### src/rtl/ppurt_pkg.sv
// Shared types and constants for the picture-unit register port and frame timer.
// Used by every module of the block except ppurt_ram; depends on nothing.
package ppurt_pkg;

  localparam int WARMUP_DOTS     = 90000;
  localparam int DOTS_PER_LINE   = 341;
  localparam int LINES_PER_FRAME = 262;
  localparam int SPRITE_BYTES    = 256;
  localparam int SPRITE_AW       = $clog2(SPRITE_BYTES);

  localparam logic [16:0] WARMUP_LIMIT = 17'(WARMUP_DOTS);
  localparam logic [8:0]  DOT_LAST     = 9'(DOTS_PER_LINE - 1);
  localparam logic [9:0]  LINE_WRAP    = 10'(LINES_PER_FRAME);
  localparam logic [8:0]  VBLANK_LINE  = 9'd241;
  localparam logic [8:0]  PRERENDER_LINE = 9'd261;
  localparam logic [8:0]  EDGE_DOT     = 9'd1;

  localparam logic [1:0] REQ_TICK  = 2'd0;
  localparam logic [1:0] REQ_READ  = 2'd1;
  localparam logic [1:0] REQ_WRITE = 2'd2;

  localparam logic [2:0] REG_CTRL     = 3'd0;
  localparam logic [2:0] REG_MASK     = 3'd1;
  localparam logic [2:0] REG_STATUS   = 3'd2;
  localparam logic [2:0] REG_OAM_ADDR = 3'd3;
  localparam logic [2:0] REG_OAM_DATA = 3'd4;
  localparam logic [2:0] REG_SCROLL   = 3'd5;
  localparam logic [2:0] REG_ADDR     = 3'd6;
  localparam logic [2:0] REG_DATA     = 3'd7;

  typedef struct packed {
    logic [1:0] req_type;
    logic [2:0] reg_index;
    logic [7:0] write_data;
    logic [7:0] vram_read_data;
  } req_t;

  typedef struct packed {
    logic [7:0]  read_data;
    logic        vram_write_enable;
    logic [13:0] vram_address;
    logic [7:0]  vram_write_data;
    logic        nmi_pulse;
    logic        in_vblank;
  } rsp_t;

  typedef struct packed {
    rsp_t rsp;
    logic oam_read;
  } stage_t;

endpackage

### src/rtl/ppurt_ram.sv
// Generic single-clock RAM with one write port and one registered read port.
// Stand-alone; no package needed.
module ppurt_ram #(
  parameter int WIDTH = 8,
  parameter int DEPTH = 256
) (
  input  logic                     clk,
  input  logic                     we,
  input  logic [$clog2(DEPTH)-1:0] waddr,
  input  logic [WIDTH-1:0]         wdata,
  input  logic                     re,
  input  logic [$clog2(DEPTH)-1:0] raddr,
  output logic [WIDTH-1:0]         rdata
);

  logic [WIDTH-1:0] mem [DEPTH];

  always_ff @(posedge clk) begin
    if (we) begin
      mem[waddr] <= wdata;
    end
    if (re) begin
      rdata <= mem[raddr];
    end
  end

endmodule

### src/rtl/ppurt_state.sv
// Register file, scroll/address logic, frame timer and sprite memory.
// Depends on ppurt_pkg and ppurt_ram.
module ppurt_state (
  input  logic                clk,
  input  logic                rst,
  input  logic                accept,
  input  ppurt_pkg::req_t     req,
  output ppurt_pkg::stage_t   stage,
  output logic [7:0]          oam_rdata
);

  logic [14:0] temp_address, temp_address_next;
  logic [14:0] current_address, current_address_next;
  logic        write_toggle, write_toggle_next;
  logic [2:0]  status_bits, status_bits_next;
  logic [ppurt_pkg::SPRITE_AW-1:0] sprite_addr, sprite_addr_next;
  logic [7:0]  shadow_ctrl, shadow_ctrl_next;
  logic [7:0]  shadow_mask, shadow_mask_next;
  logic [7:0]  shadow_spr_addr, shadow_spr_addr_next;
  logic [7:0]  shadow_scroll, shadow_scroll_next;
  logic [7:0]  shadow_addr, shadow_addr_next;
  logic [8:0]  dot_count, dot_count_next;
  logic [8:0]  line_count, line_count_next;
  logic [16:0] warmup_count, warmup_count_next;
  logic        warm_done, warm_done_next;
  logic [14:0] addr_step;
  logic [9:0]  line_plus;
  logic        oam_we;
  logic        oam_re;

  always_comb begin
    temp_address_next    = temp_address;
    current_address_next = current_address;
    write_toggle_next    = write_toggle;
    status_bits_next     = status_bits;
    sprite_addr_next     = sprite_addr;
    shadow_ctrl_next     = shadow_ctrl;
    shadow_mask_next     = shadow_mask;
    shadow_spr_addr_next = shadow_spr_addr;
    shadow_scroll_next   = shadow_scroll;
    shadow_addr_next     = shadow_addr;
    dot_count_next       = dot_count;
    line_count_next      = line_count;
    warmup_count_next    = warmup_count;
    warm_done_next       = warm_done;
    stage                = '0;
    oam_we               = 1'b0;
    oam_re               = 1'b0;
    addr_step            = shadow_ctrl[2] ? 15'h20 : 15'h01;
    line_plus            = {1'b0, line_count} + 10'd1;

    case (req.req_type)
      ppurt_pkg::REQ_TICK: begin
        if (warmup_count > ppurt_pkg::WARMUP_LIMIT) begin
          warm_done_next = 1'b1;
        end
        if (line_count == ppurt_pkg::VBLANK_LINE && dot_count == ppurt_pkg::EDGE_DOT) begin
          status_bits_next[2] = 1'b1;
          stage.rsp.nmi_pulse = shadow_ctrl[7];
        end else if (line_count == ppurt_pkg::PRERENDER_LINE &&
                     dot_count == ppurt_pkg::EDGE_DOT) begin
          status_bits_next[2] = 1'b0;
        end
        if (dot_count >= ppurt_pkg::DOT_LAST) begin
          dot_count_next = '0;
          if (line_plus >= ppurt_pkg::LINE_WRAP) begin
            line_count_next = '0;
          end else begin
            line_count_next = line_plus[8:0];
          end
        end else begin
          dot_count_next = dot_count + 9'd1;
        end
        if (warmup_count != '1) begin
          warmup_count_next = warmup_count + 17'd1;
        end
      end
      ppurt_pkg::REQ_READ: begin
        case (req.reg_index)
          ppurt_pkg::REG_STATUS: begin
            stage.rsp.read_data = {status_bits, temp_address[4:0]};
            status_bits_next[2] = 1'b0;
            write_toggle_next   = 1'b0;
          end
          ppurt_pkg::REG_OAM_DATA: begin
            oam_re         = 1'b1;
            stage.oam_read = 1'b1;
          end
          ppurt_pkg::REG_DATA: begin
            stage.rsp.read_data    = req.vram_read_data;
            stage.rsp.vram_address = current_address[13:0];
            current_address_next   = current_address + addr_step;
          end
          ppurt_pkg::REG_CTRL:     stage.rsp.read_data = shadow_ctrl;
          ppurt_pkg::REG_MASK:     stage.rsp.read_data = shadow_mask;
          ppurt_pkg::REG_OAM_ADDR: stage.rsp.read_data = shadow_spr_addr;
          ppurt_pkg::REG_SCROLL:   stage.rsp.read_data = shadow_scroll;
          ppurt_pkg::REG_ADDR:     stage.rsp.read_data = shadow_addr;
          default: ;
        endcase
      end
      ppurt_pkg::REQ_WRITE: begin
        case (req.reg_index)
          ppurt_pkg::REG_CTRL: begin
            if (warm_done) begin
              temp_address_next[11:10] = req.write_data[1:0];
              shadow_ctrl_next         = req.write_data;
            end
          end
          ppurt_pkg::REG_MASK: begin
            if (warm_done) begin
              shadow_mask_next = req.write_data;
            end
          end
          ppurt_pkg::REG_OAM_ADDR: begin
            sprite_addr_next     = req.write_data;
            shadow_spr_addr_next = req.write_data;
          end
          ppurt_pkg::REG_OAM_DATA: begin
            oam_we           = 1'b1;
            sprite_addr_next = sprite_addr + 8'd1;
          end
          ppurt_pkg::REG_SCROLL: begin
            if (!write_toggle) begin
              temp_address_next[4:0] = req.write_data[7:3];
              write_toggle_next      = 1'b1;
            end else begin
              temp_address_next[9:5]   = req.write_data[7:3];
              temp_address_next[14:12] = req.write_data[2:0];
              write_toggle_next        = 1'b0;
              shadow_scroll_next       = req.write_data;
            end
          end
          ppurt_pkg::REG_ADDR: begin
            if (!write_toggle) begin
              temp_address_next[13:8] = req.write_data[5:0];
              temp_address_next[14]   = 1'b0;
              write_toggle_next       = 1'b1;
            end else begin
              temp_address_next[7:0] = req.write_data;
              write_toggle_next      = 1'b0;
              current_address_next   = {temp_address[14:8], req.write_data};
              shadow_addr_next       = req.write_data;
            end
          end
          ppurt_pkg::REG_DATA: begin
            stage.rsp.vram_write_enable = 1'b1;
            stage.rsp.vram_address      = current_address[13:0];
            stage.rsp.vram_write_data   = req.write_data;
            current_address_next        = current_address + addr_step;
          end
          default: ;
        endcase
      end
      default: ;
    endcase

    stage.rsp.in_vblank = status_bits_next[2];
  end

  always_ff @(posedge clk) begin
    if (rst) begin
      temp_address    <= '0;
      current_address <= '0;
      write_toggle    <= 1'b0;
      status_bits     <= 3'b101;
      sprite_addr     <= '0;
      shadow_ctrl     <= '0;
      shadow_mask     <= '0;
      shadow_spr_addr <= '0;
      shadow_scroll   <= '0;
      shadow_addr     <= '0;
      dot_count       <= '0;
      line_count      <= '0;
      warmup_count    <= '0;
      warm_done       <= 1'b0;
    end else if (accept) begin
      temp_address    <= temp_address_next;
      current_address <= current_address_next;
      write_toggle    <= write_toggle_next;
      status_bits     <= status_bits_next;
      sprite_addr     <= sprite_addr_next;
      shadow_ctrl     <= shadow_ctrl_next;
      shadow_mask     <= shadow_mask_next;
      shadow_spr_addr <= shadow_spr_addr_next;
      shadow_scroll   <= shadow_scroll_next;
      shadow_addr     <= shadow_addr_next;
      dot_count       <= dot_count_next;
      line_count      <= line_count_next;
      warmup_count    <= warmup_count_next;
      warm_done       <= warm_done_next;
    end
  end

  ppurt_ram #(
    .WIDTH(8),
    .DEPTH(ppurt_pkg::SPRITE_BYTES)
  ) u_sprite_ram (
    .clk  (clk),
    .we   (accept && oam_we),
    .waddr(sprite_addr),
    .wdata(req.write_data),
    .re   (accept && oam_re),
    .raddr(sprite_addr),
    .rdata(oam_rdata)
  );

endmodule

### src/rtl/ppurt_pipe.sv
// Result pipeline: one stage that waits on the sprite RAM read, then the output register.
// Depends on ppurt_pkg.
module ppurt_pipe (
  input  logic              clk,
  input  logic              rst,
  input  logic              accept,
  input  ppurt_pkg::stage_t stage,
  input  logic [7:0]        oam_rdata,
  output logic              ready,
  output logic              rsp_valid,
  input  logic              rsp_stall,
  output ppurt_pkg::rsp_t   rsp
);

  logic              s1_valid;
  ppurt_pkg::stage_t s1;
  logic              advance;
  ppurt_pkg::rsp_t   s1_rsp;

  assign advance = !rsp_valid || !rsp_stall;
  assign ready   = !s1_valid || advance;

  always_comb begin
    s1_rsp = s1.rsp;
    if (s1.oam_read) begin
      s1_rsp.read_data = oam_rdata;
    end
  end

  always_ff @(posedge clk) begin
    if (rst) begin
      s1_valid  <= 1'b0;
      rsp_valid <= 1'b0;
    end else begin
      if (ready) begin
        s1_valid <= accept;
      end
      if (advance) begin
        rsp_valid <= s1_valid;
      end
    end
  end

  always_ff @(posedge clk) begin
    if (accept) begin
      s1 <= stage;
    end
    if (advance && s1_valid) begin
      rsp <= s1_rsp;
    end
  end

endmodule

### src/rtl/ppu_register_port_and_frame_timing_top.sv
// Top level of the picture-unit register port and frame timer.
// Depends on ppurt_pkg, ppurt_state, ppurt_pipe (and ppurt_ram below them).
//
//  Channel | Handshake             | Payload
//  --------+-----------------------+---------------------------
//  request | req_valid / req_stall | req (ppurt_pkg::req_t)
//  result  | rsp_valid / rsp_stall | rsp (ppurt_pkg::rsp_t)
//
// One transaction per cycle is taken while req_stall is low; each result passes
// the registered read of the sprite RAM and then the output register.
// rst is synchronous; the sprite RAM is not cleared.
// req_stall rises only while both the RAM read stage and the output register are full
// and rsp_stall is high.
module ppu_register_port_and_frame_timing_top (
  input  logic            clk,
  input  logic            rst,
  input  logic            req_valid,
  output logic            req_stall,
  input  ppurt_pkg::req_t req,
  output logic            rsp_valid,
  input  logic            rsp_stall,
  output ppurt_pkg::rsp_t rsp
);

  logic              ready;
  logic              accept;
  ppurt_pkg::stage_t stage;
  logic [7:0]        oam_rdata;

  assign req_stall = !ready;
  assign accept    = req_valid && ready;

  ppurt_state u_state (
    .clk      (clk),
    .rst      (rst),
    .accept   (accept),
    .req      (req),
    .stage    (stage),
    .oam_rdata(oam_rdata)
  );

  ppurt_pipe u_pipe (
    .clk      (clk),
    .rst      (rst),
    .accept   (accept),
    .stage    (stage),
    .oam_rdata(oam_rdata),
    .ready    (ready),
    .rsp_valid(rsp_valid),
    .rsp_stall(rsp_stall),
    .rsp      (rsp)
  );

`ifndef ASSERT_OFF
  a_stall_needs_full: assert property (@(posedge clk) disable iff (rst)
    req_stall |-> rsp_valid && rsp_stall)
    else $error("request stalled while the output register can drain");

  a_nmi_in_vblank: assert property (@(posedge clk) disable iff (rst)
    rsp_valid && rsp.nmi_pulse |-> rsp.in_vblank)
    else $error("nmi pulse without vblank");

  a_write_no_read: assert property (@(posedge clk) disable iff (rst)
    rsp_valid && rsp.vram_write_enable |-> rsp.read_data == 8'd0 && !rsp.nmi_pulse)
    else $error("data-port write result carries read data or nmi");
`endif

endmodule
### config.mk
export PLATFORM = sky130hd
export DESIGN_NAME = ppu_register_port_and_frame_timing_top
export DESIGN_NICKNAME = d
export VERILOG_FILES = /design/src/rtl/ppurt_pkg.sv /design/src/rtl/ppurt_ram.sv /design/src/rtl/ppurt_state.sv /design/src/rtl/ppurt_pipe.sv /design/src/rtl/ppu_register_port_and_frame_timing_top.sv
export SDC_FILE = /design/constraint.sdc
export NUM_CORES = 2
export LEC_CHECK = 0
export BUFFER_PORTS_ARGS = -buffer_cell sky130_fd_sc_hd__buf_2
export CAP_MARGIN = 5
export CORE_ASPECT_RATIO = 0.9
export CORE_MARGIN = 2
export CORE_UTILIZATION = 40
export DETAILED_ROUTE_END_ITERATION = 16
export GPL_TIMING_DRIVEN = 1
export HOLD_SLACK_MARGIN = 0.15
export PLACE_DENSITY = 0.57
export RECOVER_POWER = 50
export SLEW_MARGIN = 25
export SYNTH_ARGS = -nofsm -noshare
export SYNTH_HDL_FRONTEND = slang
export SYNTH_SLANG_ARGS = --single-unit
export TNS_END_PERCENT = 50
### constraint.sdc
create_clock -name clk -period 9.4 [get_ports clk]
set_input_delay 1.41 -clock clk [delete_from_list [all_inputs] [get_ports clk]]
set_output_delay 1.41 -clock clk [all_outputs]
set_load 0.02 [all_outputs]
==> After elaboration in Yosys (flattened, before gate mapping) <==
Memory sizes are Yosys's and may differ from the RTL's. A register that Yosys moved wholly into a read port is not among the register bits.
Cells that the tools add are included.
{ "totals": {"reg_bits": 182, "mem_bits_rw": 2048, "inputBits": 25, "out_inout_bits": 35, "wordCells": 134, "n_memories": 1} }
{ "op_classes": {"n_addsub": 5, "magnitude_cmp": 3, "n_eq_ne": 23, "mux": 35, "n_reduce_logical": 36} }
{ "mem_list": {"columns": ["memory", "depth", "width", "rd", "rd_ports_with_merged_regs", "wr", "line", "text"], "rows": [
  ["u_state.u_sprite_ram.mem", 256, 8, 1, 1, 1, "ppurt_ram.sv:16", "logic [WIDTH-1:0] mem [DEPTH];"]
]} }
{ "ops": {"columns": ["operator", "count"], "rows": [
  ["15-bit case mux with 2 select lines", 2],
  ["8-bit case mux with 7 select lines", 1],
  ["15-bit 2-to-1 mux", 2],
  ["14-bit case mux with 2 select lines", 1],
  ["23-bit 2-to-1 mux", 1],
  ["10-bit case mux with 2 select lines", 1],
  ["4-bit AND reduction", 5],
  ["5-bit AND reduction", 4],
  ["9-bit 2-to-1 mux", 2],
  ["17-bit by 1-bit adder with 17-bit output, second input constant", 1],
  ["17-bit greater-than comparator, second input constant", 1],
  ["17-bit inequality test, second input constant", 1],
  ["8-bit 2-to-1 mux", 2],
  ["8-bit case mux with 2 select lines", 1],
  ["15-bit adder", 1],
  ["3-bit AND reduction", 5],
  ["14-bit 2-to-1 mux", 1],
  ["3-bit equality test, second input constant", 4],
  ["1-bit 2-to-1 mux", 11],
  ["9-bit by 1-bit adder with 10-bit output, second input constant", 1],
  ["10-bit by 9-bit greater-or-equal comparator with 1-bit output, second input constant", 1],
  ["5-bit 2-to-1 mux", 2],
  ["9-bit by 1-bit adder with 9-bit output, second input constant", 1],
  ["9-bit by 1-bit equality test with 1-bit output, second input constant", 1],
  ["other kinds (27)", 49]
]} }

==> Depth between registers and ports, before layout <==
{ "depth": {"ltp_word": 7, "depth_mapped": 12, "depth_no_buf": 11} }

==> By module <==
From an unflattened synthesis, not the netlist that was laid out.
{ "hier_totals": {"cells_unflattened": 4569, "area_unflattened_um2": 87971.9} }
{ "by_module_without_submodules": {"columns": ["module", "n_inst", "cells_per_inst", "area_per_inst_um2"], "rows": [
  ["ppurt_ram", 1, 3733, 79636.4],
  ["ppurt_state", 1, 750, 6112.1],
  ["ppurt_pipe", 1, 84, 2213.4],
  ["ppu_register_port_and_frame_timing_top", 1, 2, 10.0]
]} }

==> Least setup slack after synthesis <==
OpenSTA, ideal clock, no wires.
{ "synth_timing": {"path_kind": "input to register", "start": "input port rsp_stall", "end": "register, netlist name u_pipe.rsp[0]", "setup_time_ps": 474, "arrival_ps": 3859, "t_required_ps": 8926, "slack_ps": 5068, "path_stages": 1, "n_path_buf": 0, "cell_sequence": "a21boi_0"} }
{ "synth_via": {"elab_chain_len": 3} }
{ "synth_rtl": {"columns": ["item", "line", "text"], "rows": [
  ["start: declaration", "ppu_register_port_and_frame_timing_top.sv:21", "input logic rsp_stall,"],
  ["1-bit zero test", "ppurt_pipe.sv:20", "assign advance = !rsp_valid || !rsp_stall;"],
  ["1-bit logical OR", "ppurt_pipe.sv:20", null],
  ["1-bit logical AND", "ppurt_pipe.sv:48", "if (advance && s1_valid) begin"]
]} }
No other way between the ends.
A chain may end at the register's enable or synchronous reset.

==> Worst setup path after layout <==
{ "layout_timing": {"start": "input port req[10] in the netlist's numbering", "end": "memory u_state.u_sprite_ram.mem[164][2] (data pin)"} }
{ "layout_rtl": {"columns": ["item", "line", "text"], "rows": [
  ["start: declaration", "ppu_register_port_and_frame_timing_top.sv:19", "input ppurt_pkg::req_t req,"],
  ["end: declaration", "ppurt_ram.sv:16", null]
]} }
No word-level cell before the write port.

==> impl_metrics.env <==
export IMPL_status="complete, but fails checks"
export IMPL_violations="max-capacitance violations, max-slew violations"
export IMPL_ff2ff_setup_slack_ps=3980
export IMPL_syn_cell_area_mm2=0.0879
export IMPL_ys_warn_count=0
export IMPL_path_cells="clkbuf_1, clkbuf_1"
export IMPL_synthFlopType="edfxtp_1"
export IMPL_worstSetupStartpoint="req[10]"
export IMPL_antenna_found_initial=11
export IMPL_synth_area_leaders="edfxtp_1, mux4_2, dfxtp_1"
export IMPL_cts_buffers=211
export IMPL_grt_ovfl_total=0
export IMPL_dieArea_mm2=0.224
export IMPL_cp_end_kind="register"
export IMPL_worst_pin_slew_ps=6170
export IMPL_antenna_left=0
export IMPL_place_inst=7186
export IMPL_setup_tns_ps=0
export IMPL_yosysSeqAreaShare_pct=75.1
export IMPL_path_common_cell="clkbuf_1"
export IMPL_gp_congestion=0.901
export IMPL_core_area_mm2=0.219
export IMPL_hold_path_class="register to register"
export IMPL_fin_area_mm2=0.0982
export IMPL_drcViolationCount=0
export IMPL_start_util_pct=40.2
export IMPL_final_nets=4556
export IMPL_drt_iter0_markers=6063
export IMPL_path_clk_slew_ps=60
export IMPL_area_growth_pct=11.6
export IMPL_grt_total_usage_pct=21.5
export IMPL_post_cts_buffers=0
export IMPL_hold_viol=0
export IMPL_wl_um=244000
export IMPL_maxCapViolations=24
export IMPL_fillers=18400
export IMPL_fin_crit_ps=7080
export IMPL_worstPathArrival_ps=7180
export IMPL_port_buffers=59
export IMPL_cp_slowest_stage_delay_ps=2870
export IMPL_cts_tree="yes"
export IMPL_slew_headroom_pct=-312
export IMPL_viasPerCell=5.94
export IMPL_ir_worst_vdd_mv=0.136
export IMPL_final_cells=7575
export IMPL_cp_buffers_inverters=2
export IMPL_cp_required_ps=9500
export IMPL_io_pins=60
export IMPL_ys_types=81
export IMPL_finalCritPeriodShare_pct=75.3
export IMPL_die_w_um=498
export IMPL_path_class="input pin to register"
export IMPL_fin_skew_ps=52.4
export IMPL_rows=163
export IMPL_setup_viol=0
export IMPL_yosys_top_cells_count="edfxtp_1, mux4_2, nor2_1"
export IMPL_cp_slowest_cell="clkbuf_1"
export IMPL_dr_pass1_iters=6
export IMPL_insertion_delay_ps=870
export IMPL_leakagePower_nw=29.3
export IMPL_yosys_area_top_type="edfxtp_1"
export IMPL_synth_edf_count=2123
export IMPL_critPathMaxFanout=68
export IMPL_synthMostInstantiatedCell="edfxtp_1"
export IMPL_syn_avg_cell_area_um2=19.9
export IMPL_layout_drive_gt1_share_pct=21.0
export IMPL_r2r_start="u_state.sprite_addr[0]"
export IMPL_rsz0062_at_grt="false"
export IMPL_wl_per_cell_um=32.1
export IMPL_cp_top_family="buffers and inverters"
export IMPL_dieHeight_um=449
export IMPL_async_flop_share_pct=0
export IMPL_netlist_instances=4416
export IMPL_whs_ps=404
export IMPL_cts_root_buf="clkbuf_16"
export IMPL_min_from="u_pipe.s1[25]"
export IMPL_slew_violations=1544
export IMPL_cts_buffer_depth=3
export IMPL_cts_num_sinks=2236
export IMPL_crit_path_start_kind="input pin"
export IMPL_power_density_mw_per_mm2=203
export IMPL_grt_pass1_wl_um=344000
export IMPL_ctsHoldBuffers=0
export IMPL_place_hpwl_um=150000
export IMPL_grt_max_degree=168
export IMPL_yosysTopAreaCellShare_pct=72.5
export IMPL_finalCoreUtilization_pct=44.9
export IMPL_post_cts_resized=0
export IMPL_synth_seq_cells=2236
export IMPL_htreeDepth=4
export IMPL_fmax_mhz=141
export IMPL_syn_nets=4459
export IMPL_num_vias=45000
export IMPL_dpl_cell_area_mm2=0.0916
export IMPL_grt_pass1_vias=43900
-- worst register-to-register path, cell delays in order (launching register included) --
cell,delay [ps]
dfxtp_4,750
buf_4,760
buf_12,630
mux4_2,600
mux4_2,530
a22o_1,220
a211oi_1,680
nand3_1,600
a41o_1,410
-- kinds of logic after synthesis --
logic type,count (synthesis),synth area share (%)
DFF,2236,75.1
and+or+nand+nor,815,4.16
muxes,726,16.3
AOI/OAI and AO/OA,310,2.47
buffers and inverters,286,1.54
xor gates and xnor gates,25,0.249
adders and majority gates,18,0.256
-- state kept, by name (all words and copies together), names as in the netlist, 9 cells and up --
register                  count
u_state.u_sprite_ram.mem   2048
u_pipe.s1                    34
u_pipe.rsp                   33
u_state.warmup_count         17
u_state.current_address      14
u_state.temp_address         11
u_state.dot_count             9
u_state.line_count            9
-- cells in the final DEF (no fill, tap or decap), types with 43 or more instances in the layout --
cell	instances
nand2_1	177
clkbuf_1	102
buf_4	63
edfxtp_1	2123
a21oi_1	56
mux2i_1	148
nor2_1	394
nand3_1	52
mux4_2	543
clkinv_2	43
dfxtp_1	108
clkbuf_16	212
-- worst paths after layout --
kind	to	cells after the start
worst max-delay path	u_state.u_sprite_ram.mem[164][2]	2
worst min-delay path	u_pipe.rsp[24]	0
worst max register to register	u_state.u_sprite_ram.rdata[1]	8
worst min register to register	u_pipe.rsp[24]	0
-- metrics by stage --
step	worst slack [ps]	power, W
CTS	4010	0.0201
floorplan	5070	0.0114
finish	2320	0.0199
global placement	3680	0.0117
detailed placement	3640	0.0117
global route	1940	0.0205
-- area by class of cell --
cell class              instances  area (µm²)  area share [%]
clock inverters               128        1270            1.29
repair buffers                149        1030            1.05
multi-input cells            1894       20600            21.0
diodes                          2        5.00         0.00510
well taps                    2887        3610            3.68
inverters                      21        78.8          0.0803
flip-flops and latches       2236       66000            67.3
clock buffers                 258        5500            5.60
-- layer usage --
metal	global-route usage (%)	part of all wire [%]	vias to the layer above
met4	7.15	3.6	6
met5	0	0.017	-
met3	5.67	10	427
li1	-	-	18300
met2	30.9	44	2416
met1	31.8	42	23900
-- where the power goes --
part	total (W)	leakage, nW	internal [W]	switching, W
sequential	0.0109	20.0	0.0109	0.0000121
clock	0.00847	3.30	0.00469	0.00378
combinational	0.000541	5.96	0.000133	0.000408
Power figures use the tool's default switching activity.
